<file path="src/hw/rtl/hhd_pkg.sv">
package hhd_pkg;

   localparam int COUNT_W        = 20;
   localparam int TOTAL_W        = 28;
   localparam int ROOT_W         = 36;
   localparam int DIST_W         = 17;
   localparam int PROD_W         = 2 * TOTAL_W;
   localparam int RAD_W          = 2 * ROOT_W;
   localparam int REM_W          = ROOT_W + 2;
   localparam int STEP_W         = 6;
   localparam int BIN_ROOT_STEPS = 28;
   localparam int TOT_ROOT_STEPS = 36;
   localparam int DIV_STEPS      = 17;

   localparam logic [DIST_W-1:0] ONE_Q16 = 17'h10000;

   typedef struct packed {
      logic [COUNT_W-1:0] count_one;
      logic [COUNT_W-1:0] count_two;
      logic               last_bin;
   } hhd_bin_type;

   typedef struct packed {
      logic [DIST_W-1:0] distance;
      logic              sum_zero;
   } hhd_result_type;

   typedef struct packed {
      logic [REM_W-1:0] diff;
      logic             borrow;
   } hhd_csu_type;

endpackage

</file>
<file path="src/hw/rtl/hhd_if.sv">
interface hhd_req_if;
   logic                         valid;
   logic                         ready;
   logic [hhd_pkg::COUNT_W-1:0]  count_one;
   logic [hhd_pkg::COUNT_W-1:0]  count_two;
   logic                         last_bin;

   modport source (output valid, count_one, count_two, last_bin, input ready);
   modport sink   (input valid, count_one, count_two, last_bin, output ready);
endinterface

interface hhd_rsp_if;
   logic                        valid;
   logic                        ready;
   logic [hhd_pkg::DIST_W-1:0]  distance;
   logic                        sum_zero;

   modport source (output valid, distance, sum_zero, input ready);
   modport sink   (input valid, distance, sum_zero, output ready);
endinterface

</file>
<file path="src/hw/rtl/hhd_csu.sv">
module hhd_csu (
   input  logic [hhd_pkg::REM_W-1:0] a,
   input  logic [hhd_pkg::REM_W-1:0] b,
   output hhd_pkg::hhd_csu_type      res
);

   logic [hhd_pkg::REM_W:0] sub;

   assign sub        = {1'b0, a} - {1'b0, b};
   assign res.diff   = sub[hhd_pkg::REM_W-1:0];
   assign res.borrow = sub[hhd_pkg::REM_W];

endmodule

</file>
<file path="src/hw/rtl/hhd_core.sv">
module hhd_core #(
   parameter int MAX_BINS   = 256,
   parameter int COUNT_BITS = 20
) (
   input  logic                     clock,
   input  logic                     reset,
   input  logic                     in_valid,
   output logic                     in_ready,
   input  hhd_pkg::hhd_bin_type     in_bin,
   input  logic                     res_ready,
   output logic                     res_valid,
   output hhd_pkg::hhd_result_type  res
);

   localparam int EFF_BITS = (COUNT_BITS < hhd_pkg::COUNT_W) ? COUNT_BITS : hhd_pkg::COUNT_W;
   localparam logic [hhd_pkg::COUNT_W-1:0] CNT_MASK =
      hhd_pkg::COUNT_W'((64'd1 << EFF_BITS) - 64'd1);
   localparam int BIN_W = $clog2(MAX_BINS + 1);

   typedef enum logic [7:0] {
      S_IDLE   = 8'b0000_0001,
      S_MUL    = 8'b0000_0010,
      S_ROOT   = 8'b0000_0100,
      S_ACC    = 8'b0000_1000,
      S_TMUL   = 8'b0001_0000,
      S_DIVCHK = 8'b0010_0000,
      S_DIV    = 8'b0100_0000,
      S_OUT    = 8'b1000_0000
   } state_type;

   state_type                       state_ff, state_in;
   logic [hhd_pkg::TOTAL_W-1:0]     total_one_ff, total_one_in;
   logic [hhd_pkg::TOTAL_W-1:0]     total_two_ff, total_two_in;
   logic [hhd_pkg::ROOT_W-1:0]      root_sum_ff, root_sum_in;
   logic [BIN_W-1:0]                bin_cnt_ff, bin_cnt_in;
   logic [hhd_pkg::COUNT_W-1:0]     c1_ff, c1_in;
   logic [hhd_pkg::COUNT_W-1:0]     c2_ff, c2_in;
   logic                            last_ff, last_in;
   logic                            final_ff, final_in;
   logic [hhd_pkg::RAD_W-1:0]       rad_ff, rad_in;
   logic [hhd_pkg::REM_W-1:0]       rem_ff, rem_in;
   logic [hhd_pkg::ROOT_W-1:0]      root_ff, root_in;
   logic [hhd_pkg::ROOT_W-1:0]      den_ff, den_in;
   logic [hhd_pkg::STEP_W-1:0]      cnt_ff, cnt_in;
   hhd_pkg::hhd_result_type         res_ff, res_in;

   logic [hhd_pkg::TOTAL_W-1:0]     mul_a, mul_b;
   logic [hhd_pkg::PROD_W-1:0]      prod;
   logic [hhd_pkg::REM_W-1:0]       csu_a, csu_b;
   hhd_pkg::hhd_csu_type            csu;
   logic [hhd_pkg::TOTAL_W:0]       t1_sum, t2_sum;
   logic [hhd_pkg::ROOT_W:0]        rs_sum;
   logic [BIN_W-1:0]                bin_next;
   logic                            is_final;
   logic [hhd_pkg::DIST_W-1:0]      quot;

   // shared multiplier: per-bin count product, then the product of the totals
   assign mul_a = (state_ff == S_MUL) ? hhd_pkg::TOTAL_W'(c1_ff) : total_one_ff;
   assign mul_b = (state_ff == S_MUL) ? hhd_pkg::TOTAL_W'(c2_ff) : total_two_ff;
   assign prod  = {{hhd_pkg::TOTAL_W{1'b0}}, mul_a} * {{hhd_pkg::TOTAL_W{1'b0}}, mul_b};

   always_comb begin
      csu_a = {rem_ff[hhd_pkg::REM_W-3:0], rad_ff[hhd_pkg::RAD_W-1 -: 2]};
      csu_b = {root_ff, 2'b01};
      case (state_ff)
         S_DIVCHK: begin
            csu_a = {2'b00, root_sum_ff};
            csu_b = {1'b0, root_ff, 1'b0};
         end
         S_DIV: begin
            csu_a = {rem_ff[hhd_pkg::REM_W-2:0], rad_ff[hhd_pkg::RAD_W-1]};
            csu_b = {2'b00, den_ff};
         end
         default: begin
         end
      endcase
   end

   hhd_csu u_csu (
      .a   (csu_a),
      .b   (csu_b),
      .res (csu)
   );

   assign t1_sum   = {1'b0, total_one_ff} + (hhd_pkg::TOTAL_W+1)'(c1_ff);
   assign t2_sum   = {1'b0, total_two_ff} + (hhd_pkg::TOTAL_W+1)'(c2_ff);
   assign rs_sum   = {1'b0, root_sum_ff} + {1'b0, root_ff};
   assign bin_next = bin_cnt_ff + BIN_W'(1);
   assign is_final = last_ff || (bin_next >= BIN_W'(MAX_BINS));
   assign quot     = {root_ff[hhd_pkg::DIST_W-2:0], ~csu.borrow};

   assign in_ready  = (state_ff == S_IDLE);
   assign res_valid = (state_ff == S_OUT) && res_ready;
   assign res       = res_ff;

   always_comb begin
      state_in     = state_ff;
      total_one_in = total_one_ff;
      total_two_in = total_two_ff;
      root_sum_in  = root_sum_ff;
      bin_cnt_in   = bin_cnt_ff;
      c1_in        = c1_ff;
      c2_in        = c2_ff;
      last_in      = last_ff;
      final_in     = final_ff;
      rad_in       = rad_ff;
      rem_in       = rem_ff;
      root_in      = root_ff;
      den_in       = den_ff;
      cnt_in       = cnt_ff;
      res_in       = res_ff;
      unique case (state_ff)
         S_IDLE: begin
            if (in_valid) begin
               c1_in    = in_bin.count_one & CNT_MASK;
               c2_in    = in_bin.count_two & CNT_MASK;
               last_in  = in_bin.last_bin;
               state_in = S_MUL;
            end
         end
         S_MUL: begin
            rad_in   = {prod[2*hhd_pkg::COUNT_W-1:0],
                        {(hhd_pkg::RAD_W-2*hhd_pkg::COUNT_W){1'b0}}};
            rem_in   = '0;
            root_in  = '0;
            final_in = 1'b0;
            cnt_in   = hhd_pkg::STEP_W'(hhd_pkg::BIN_ROOT_STEPS);
            state_in = S_ROOT;
         end
         S_ROOT: begin
            rem_in  = csu.borrow ? csu_a : csu.diff;
            root_in = {root_ff[hhd_pkg::ROOT_W-2:0], ~csu.borrow};
            rad_in  = {rad_ff[hhd_pkg::RAD_W-3:0], 2'b00};
            cnt_in  = cnt_ff - hhd_pkg::STEP_W'(1);
            if (cnt_ff == hhd_pkg::STEP_W'(1)) begin
               state_in = final_ff ? S_DIVCHK : S_ACC;
            end
         end
         S_ACC: begin
            total_one_in = t1_sum[hhd_pkg::TOTAL_W] ? '1 : t1_sum[hhd_pkg::TOTAL_W-1:0];
            total_two_in = t2_sum[hhd_pkg::TOTAL_W] ? '1 : t2_sum[hhd_pkg::TOTAL_W-1:0];
            root_sum_in  = rs_sum[hhd_pkg::ROOT_W] ? '1 : rs_sum[hhd_pkg::ROOT_W-1:0];
            bin_cnt_in   = bin_next;
            state_in     = is_final ? S_TMUL : S_IDLE;
         end
         S_TMUL: begin
            if ((total_one_ff == '0) || (total_two_ff == '0)) begin
               res_in.distance = hhd_pkg::ONE_Q16;
               res_in.sum_zero = 1'b1;
               state_in        = S_OUT;
            end else begin
               rad_in   = {prod, {(hhd_pkg::RAD_W-hhd_pkg::PROD_W){1'b0}}};
               rem_in   = '0;
               root_in  = '0;
               final_in = 1'b1;
               cnt_in   = hhd_pkg::STEP_W'(hhd_pkg::TOT_ROOT_STEPS);
               state_in = S_ROOT;
            end
         end
         S_DIVCHK: begin
            // root_sum >= 2*den means the coefficient is at least 2.0
            if (!csu.borrow) begin
               res_in.distance = '0;
               res_in.sum_zero = 1'b0;
               state_in        = S_OUT;
            end else begin
               den_in   = root_ff;
               rem_in   = {3'b000, root_sum_ff[hhd_pkg::ROOT_W-1:1]};
               rad_in   = {root_sum_ff[0], {(hhd_pkg::RAD_W-1){1'b0}}};
               root_in  = '0;
               cnt_in   = hhd_pkg::STEP_W'(hhd_pkg::DIV_STEPS);
               state_in = S_DIV;
            end
         end
         S_DIV: begin
            rem_in  = csu.borrow ? csu_a : csu.diff;
            root_in = {root_ff[hhd_pkg::ROOT_W-2:0], ~csu.borrow};
            rad_in  = {rad_ff[hhd_pkg::RAD_W-2:0], 1'b0};
            cnt_in  = cnt_ff - hhd_pkg::STEP_W'(1);
            if (cnt_ff == hhd_pkg::STEP_W'(1)) begin
               res_in.distance = quot[hhd_pkg::DIST_W-1] ? '0 : (hhd_pkg::ONE_Q16 - quot);
               res_in.sum_zero = 1'b0;
               state_in        = S_OUT;
            end
         end
         S_OUT: begin
            if (res_ready) begin
               total_one_in = '0;
               total_two_in = '0;
               root_sum_in  = '0;
               bin_cnt_in   = '0;
               state_in     = S_IDLE;
            end
         end
         default: begin
            state_in = S_IDLE;
         end
      endcase
   end

   always_ff @(posedge clock) begin
      if (reset) begin
         state_ff     <= S_IDLE;
         total_one_ff <= '0;
         total_two_ff <= '0;
         root_sum_ff  <= '0;
         bin_cnt_ff   <= '0;
      end else begin
         state_ff     <= state_in;
         total_one_ff <= total_one_in;
         total_two_ff <= total_two_in;
         root_sum_ff  <= root_sum_in;
         bin_cnt_ff   <= bin_cnt_in;
      end
   end

   always_ff @(posedge clock) begin
      c1_ff    <= c1_in;
      c2_ff    <= c2_in;
      last_ff  <= last_in;
      final_ff <= final_in;
      rad_ff   <= rad_in;
      rem_ff   <= rem_in;
      root_ff  <= root_in;
      den_ff   <= den_in;
      cnt_ff   <= cnt_in;
      res_ff   <= res_in;
   end

endmodule

</file>
<file path="src/hw/rtl/hellinger_histogram_distance.sv">
// Streaming Hellinger distance between two histograms, one bin pair per
// transfer on req_bus; the transfer flagged last_bin (or the MAX_BINS-th bin)
// produces one rsp_bus transfer with distance = 1 - BC in Q1.16 and sum_zero
// set when either total is zero. Square-root and divide steps share one
// 38-bit compare-subtract unit, one result bit per cycle. A bin passes accept,
// multiply, 28 square-root steps and accumulate; no new bin is taken meanwhile.
// The final bin adds multiply, 36 square-root steps, range check, 17 divide
// steps and result, skipping the divide when the check finds the coefficient
// at 2.0 or more, and the rest when a total is zero. The result is registered,
// so the next histogram can start while it waits.
module hellinger_histogram_distance #(
   parameter int MAX_BINS   = 256,
   parameter int COUNT_BITS = 20
) (
   input  logic       clock,
   input  logic       reset,
   hhd_req_if.sink    req_bus,
   hhd_rsp_if.source  rsp_bus
);

   hhd_pkg::hhd_bin_type     in_bin;
   hhd_pkg::hhd_result_type  core_res;
   logic                     core_res_valid;
   logic                     slot_free;
   logic                     rsp_valid_ff, rsp_valid_in;
   hhd_pkg::hhd_result_type  rsp_res_ff, rsp_res_in;

   assign in_bin.count_one = req_bus.count_one;
   assign in_bin.count_two = req_bus.count_two;
   assign in_bin.last_bin  = req_bus.last_bin;

   assign slot_free = !rsp_valid_ff || rsp_bus.ready;

   hhd_core #(
      .MAX_BINS   (MAX_BINS),
      .COUNT_BITS (COUNT_BITS)
   ) u_core (
      .clock     (clock),
      .reset     (reset),
      .in_valid  (req_bus.valid),
      .in_ready  (req_bus.ready),
      .in_bin    (in_bin),
      .res_ready (slot_free),
      .res_valid (core_res_valid),
      .res       (core_res)
   );

   always_comb begin
      rsp_valid_in = rsp_valid_ff;
      rsp_res_in   = rsp_res_ff;
      if (core_res_valid) begin
         rsp_valid_in = 1'b1;
         rsp_res_in   = core_res;
      end else if (rsp_bus.ready) begin
         rsp_valid_in = 1'b0;
      end
   end

   always_ff @(posedge clock) begin
      if (reset) begin
         rsp_valid_ff <= 1'b0;
      end else begin
         rsp_valid_ff <= rsp_valid_in;
      end
   end

   always_ff @(posedge clock) begin
      rsp_res_ff <= rsp_res_in;
   end

   assign rsp_bus.valid    = rsp_valid_ff;
   assign rsp_bus.distance = rsp_res_ff.distance;
   assign rsp_bus.sum_zero = rsp_res_ff.sum_zero;

   a_no_overwrite: assert property (@(posedge clock) disable iff (reset)
      core_res_valid |-> slot_free)
      else $error("result written over a pending transfer");

   a_zero_sum_full: assert property (@(posedge clock) disable iff (reset)
      (rsp_bus.valid && rsp_bus.sum_zero) |-> (rsp_bus.distance == hhd_pkg::ONE_Q16))
      else $error("zero-sum result without full distance");

   a_dist_range: assert property (@(posedge clock) disable iff (reset)
      rsp_bus.valid |-> (rsp_bus.distance <= hhd_pkg::ONE_Q16))
      else $error("distance above 1.0");

   a_busy_after_take: assert property (@(posedge clock) disable iff (reset)
      (req_bus.valid && req_bus.ready) |=> !req_bus.ready)
      else $error("bin taken while previous bin in progress");

endmodule
</file>
<file path="src/flat_wrapper.sv">
// flat-port wrapper written by rule: the top's interface ports become plain ports
module hellinger_histogram_distance_flat 
#(
   parameter int MAX_BINS   = 256,
   parameter int COUNT_BITS = 20
)
  (clock, reset, req_bus_valid, req_bus_count_one, req_bus_count_two, req_bus_last_bin, req_bus_ready, rsp_bus_valid, rsp_bus_distance, rsp_bus_sum_zero, rsp_bus_ready);
  hhd_req_if req_bus_i ();
  hhd_rsp_if rsp_bus_i ();
  input  logic clock;
  input  logic reset;
  input wire logic [$bits(req_bus_i.valid)-1:0] req_bus_valid;
  input wire logic [$bits(req_bus_i.count_one)-1:0] req_bus_count_one;
  input wire logic [$bits(req_bus_i.count_two)-1:0] req_bus_count_two;
  input wire logic [$bits(req_bus_i.last_bin)-1:0] req_bus_last_bin;
  output wire logic [$bits(req_bus_i.ready)-1:0] req_bus_ready;
  output wire logic [$bits(rsp_bus_i.valid)-1:0] rsp_bus_valid;
  output wire logic [$bits(rsp_bus_i.distance)-1:0] rsp_bus_distance;
  output wire logic [$bits(rsp_bus_i.sum_zero)-1:0] rsp_bus_sum_zero;
  input wire logic [$bits(rsp_bus_i.ready)-1:0] rsp_bus_ready;
  assign req_bus_i.valid = req_bus_valid;
  assign req_bus_i.count_one = req_bus_count_one;
  assign req_bus_i.count_two = req_bus_count_two;
  assign req_bus_i.last_bin = req_bus_last_bin;
  assign req_bus_ready = req_bus_i.ready;
  assign rsp_bus_valid = rsp_bus_i.valid;
  assign rsp_bus_distance = rsp_bus_i.distance;
  assign rsp_bus_sum_zero = rsp_bus_i.sum_zero;
  assign rsp_bus_i.ready = rsp_bus_ready;
  hellinger_histogram_distance #(.MAX_BINS(MAX_BINS), .COUNT_BITS(COUNT_BITS)) u_core (.clock(clock), .reset(reset), .req_bus(req_bus_i), .rsp_bus(rsp_bus_i));
endmodule
</file>
<file path="config.mk">
export PLATFORM = sky130hd
export DESIGN_NAME = hellinger_histogram_distance_flat
export DESIGN_NICKNAME = d
export VERILOG_FILES = /design/src/hw/rtl/hhd_pkg.sv /design/src/hw/rtl/hhd_if.sv /design/src/hw/rtl/hhd_csu.sv /design/src/hw/rtl/hhd_core.sv /design/src/hw/rtl/hellinger_histogram_distance.sv /design/src/flat_wrapper.sv
export SDC_FILE = /design/constraint.sdc
export NUM_CORES = 2
export LEC_CHECK = 0
export ABC_AREA = 1
export ABC_CLOCK_PERIOD_IN_PS = 10600
export BUFFER_PORTS_ARGS = -buffer_cell sky130_fd_sc_hd__buf_4
export CAP_MARGIN = 20
export CORE_MARGIN = 2
export CORE_UTILIZATION = 53
export CTS_BUF_LIST = sky130_fd_sc_hd__clkbuf_4 sky130_fd_sc_hd__clkbuf_8
export DETAILED_ROUTE_END_ITERATION = 6
export GPL_TIMING_DRIVEN = 0
export PLACE_DENSITY_LB_ADDON = 0.15
export SKIP_CTS_REPAIR_TIMING = 1
export SYNTH_ARGS = -nofsm -noshare
export SYNTH_HDL_FRONTEND = slang
export SYNTH_SLANG_ARGS = --single-unit
export TNS_END_PERCENT = 1
</file>
<file path="constraint.sdc">
create_clock -name clock -period 10.6 [get_ports clock]
set_input_delay 0 -clock clock [delete_from_list [all_inputs] [get_ports clock]]
set_output_delay 0 -clock clock [all_outputs]
set_load 0.03 [all_outputs]
</file>
==> impl_metrics.json <==
{
  "synth_area_um2": 51170,
  "fin_crit_sh": 0.8325,
  "yosysTopAreaCellShare": 0.2653,
  "power.total_mw": 3.960,
  "top_level_ports": 65,
  "grt_pass1_vias": 46090,
  "hold_path.class": "input port to flop",
  "crit_path_max_fanout": 10,
  "synth_edf_count": 249,
  "rr_endpoint": "u_core.u_core.rad_ff[39]",
  "dr.pass1.iters": 6,
  "synth_compound_area_frac": 0.07451,
  "grt.total_usage": 0.3809,
  "place_area_um2": 53480,
  "dieArea_um2": 99050,
  "drv_slew": 0,
  "sw_frac_of_total": 0.3481,
  "dp_cells": 8258,
  "tightest_slew_ps": 1197,
  "async_reset_ff_frac": 0,
  "vdd_drop_max_mv": 0.1124,
  "grt-ovfl-total": 0,
  "p_int_mw": 2.582,
  "rr_worst_depth": 30,
  "area_delta_synth_final_pct": 8.008,
  "core_area_um2": 95290,
  "vias": 47200,
  "cts-root-buf": "clkbuf_8",
  "clk_pin_slew_ps": 70,
  "routed_wl_um": 187200,
  "relSlewSlack": 0.1962,
  "path_buf_inv": 9,
  "clock_path_buffers": 3,
  "gp_congestion": 1.024,
  "drive_gt1_frac": 0.05799,
  "synth-seq-cells": 359,
  "synth_top_cell_by_area": "fa_1",
  "instances_no_fill": 8426,
  "synth.mux.area_fraction": 0,
  "wl_per_cell_um": 22.21,
  "yosys.area_share.simple": 0.2472,
  "synth_top_family_by_area": "adder cells",
  "drtAntennaViolNets": 0,
  "die_width_um": 314.7,
  "status": "completed",
  "hpwl_um": 157800,
  "nNetsFinal": 8157,
  "r2r_setup_slack_ps": 1780,
  "power_density_nw_per_um2": 71.66,
  "critPathTopFamily": "adder cells",
  "synthCells": 6919,
  "worstHoldStart": "req_bus_count_one[15]",
  "grt_max_degree": 37,
  "power.switching_mw": 1.379,
  "vias_per_cell": 5.602,
  "clock.fmax_mhz": 113.3,
  "crit_top_cell": "fa_1",
  "worst_setup_path_start_kind": "flop",
  "cts_tree": "yes",
  "dieHeight_um": 314.7,
  "cp_slowest_cell": "o21ai_1",
  "end_kind": "flop",
  "antenna_found_initial": 4,
  "avgSynthCellArea_um2": 7.395,
  "clock_skew_ps": 40.86,
  "p_clk_frac": 0.349,
  "whs_ps": 25.80,
  "synth_flop_cell": "edfxtp_1",
  "max_stage_delay_ps": 710,
  "rsz0062_at_grt": "no",
  "clock_latency_ps": 710,
  "place_ws_ps": 1975,
  "cts_sinks": 359,
  "setup_slack_ps": 1775,
  "pwr-share-comb": 0.229,
  "synth_adder_area_share": 0.3455,
  "ys_seq_area_frac": 0.1892,
  "fillers": 9190,
  "setup_violations": 0,
  "synthXorXnorAreaFrac": 0.01558,
  "power_leakage_nw": 27.27,
  "num_rows": 113,
  "drc_errors": 0,
  "initial_core_util": 0.5370,
  "hold_viol": 0,
  "critical_path_class": "flop to flop",
  "required_ps": 11030,
  "drv_cap": 0,
  "cts.htree.levels": 3,
  "ys_warn_count": 0,
  "cts_made_buffers": 66,
  "port-buffer-count": 64,
  "pwr-share-seq": 0.422,
  "timing.rr.start": "u_core.u_core.state_ff[7]",
  "drt_iter0_markers": 5179,
  "yosysMostFrequentCell": "nand2_1",
  "grt_first_pass_wirelength_um": 279900,
  "hold_depth": 2,
  "fin_area_um2": 55270,
  "syn-num-nets": 7970,
  "period_minus_slack_ps": 8825,
  "hold_end": "u_core.u_core.c1_ff[15]",
  "ys_top_cells_by_area": "fa_1, edfxtp_1, nand2_1",
  "synth_cell_types": 59,
  "cp_data_arrival_time_ps": 9250,
  "synth.top_cells.by_count": "nand2_1, inv_1, nor2_1"
}
cell families after synthesis:
group | count (synthesis)
and+or+nand+nor | 3126
buffers and inverters | 1681
adders and majority gates | 1006
AOI/OAI and AO/OA | 656
DFF | 359
xor gates and xnor gates | 91
placed cells by master (no fill, tap or decap), types with 23 or more instances in the layout:
master,count
nand4_1,90
a221oi_1,40
inv_1,1446
clkbuf_1,65
buf_2,112
nand2_1,1829
edfxtp_1,249
xnor2_1,30
clkbuf_4,23
clkbuf_8,71
a21oi_1,319
fa_1,678
nand3_1,253
o21ai_1,27
dfxtp_1,110
xor2_1,61
dlygate4sd3_1,45
o21ai_0,150
nor2_1,827
nor3_1,44
ha_1,328
buf_4,79
metrics by stage:
step,setup TNS (ps),util
after floorplan,0,-
after global placement,-329980,0.5586
after detailed placement,0,0.5612
after CTS,0,0.5751
after global routing,0,0.5799
final,0,0.5800
how the worst max path moves through the flow:
| stage | start | endpoint | slack [ps] | cells after the start |
|---|---|---|---|---|
| final | u_core.u_core.state_ff[7] | u_core.u_core.rad_ff[39] | 1780 | 30 |
| after global routing | u_core.u_core.state_ff[7] | u_core.u_core.rad_ff[39] | 1460 | 30 |
| after CTS | u_core.u_core.state_ff[7] | u_core.u_core.rad_ff[39] | 1950 | 30 |
| after detailed placement | u_core.u_core.state_ff[4] | u_core.u_core.rad_ff[39] | 1970 | 30 |
| after global placement | u_core.u_core.state_ff[2] | u_core.u_core.rem_ff[1] | -3670 | 19 |
| after floorplan | u_core.u_core.state_ff[3] | u_core.u_core.cnt_ff[0] | 1180 | 19 |
metal layers:
metal,GRT usage,up-vias,wire length [um]
met5,0,-,26
met4,0.1670,4,9549
met3,0.07453,439,18320
met2,0.5711,2345,79500
met1,0.5366,22850,79780
li1,-,21570,-
power by group through the flow:
| stage | Combinational, mW | Clock [mW] | Sequential (mW) |
|---|---|---|---|
| finish | 0.909 | 1.38 | 1.67 |
| global route | 0.977 | 1.45 | 1.67 |
| CTS | 0.867 | 1.40 | 1.66 |
| detailed placement | 0.862 | 0 | 1.69 |
| global placement | 0.837 | 0 | 1.71 |
| floorplan | 0.542 | 0 | 1.66 |
cell type report:
type                    count  area, um^2  area share
inverters                1474        5535      0.1002
clock buffers              94        1150     0.02081
well taps                1265        1583     0.02864
plain buffers             207        1017     0.01841
flip-flops and latches    359        9679      0.1751
diodes                      5       12.51   0.0002264
multi-input cells        4879       34980      0.6329
repair buffers            119        1136     0.02056
clock inverters            24       173.9    0.003147
state kept, by name, summed over array words and instances (netlist names), 9 cells and up:
| register | flops |
|---|---|
| u_core.rsp_bus.distance | 17 |
| u_core.u_core.bin_cnt_ff | 9 |
| u_core.u_core.c1_ff | 20 |
| u_core.u_core.c2_ff | 20 |
| u_core.u_core.den_ff | 36 |
| u_core.u_core.rad_ff | 56 |
| u_core.u_core.rem_ff | 37 |
| u_core.u_core.res | 18 |
| u_core.u_core.root_ff | 36 |
| u_core.u_core.root_sum_ff | 36 |
| u_core.u_core.total_one_ff | 28 |
| u_core.u_core.total_two_ff | 28 |
worst register-to-register path: cells and delay by family (launching register included):
family                   cells  cell delay (ps)
AO/OA/AOI/OAI                3             1050
flip-flops                   1              330
AND/OR/NAND/NOR             10             1760
buffers and inverters        9             1530
adder cells (fa/ha/maj)      8             3910
Power figures use the tool's default switching activity.
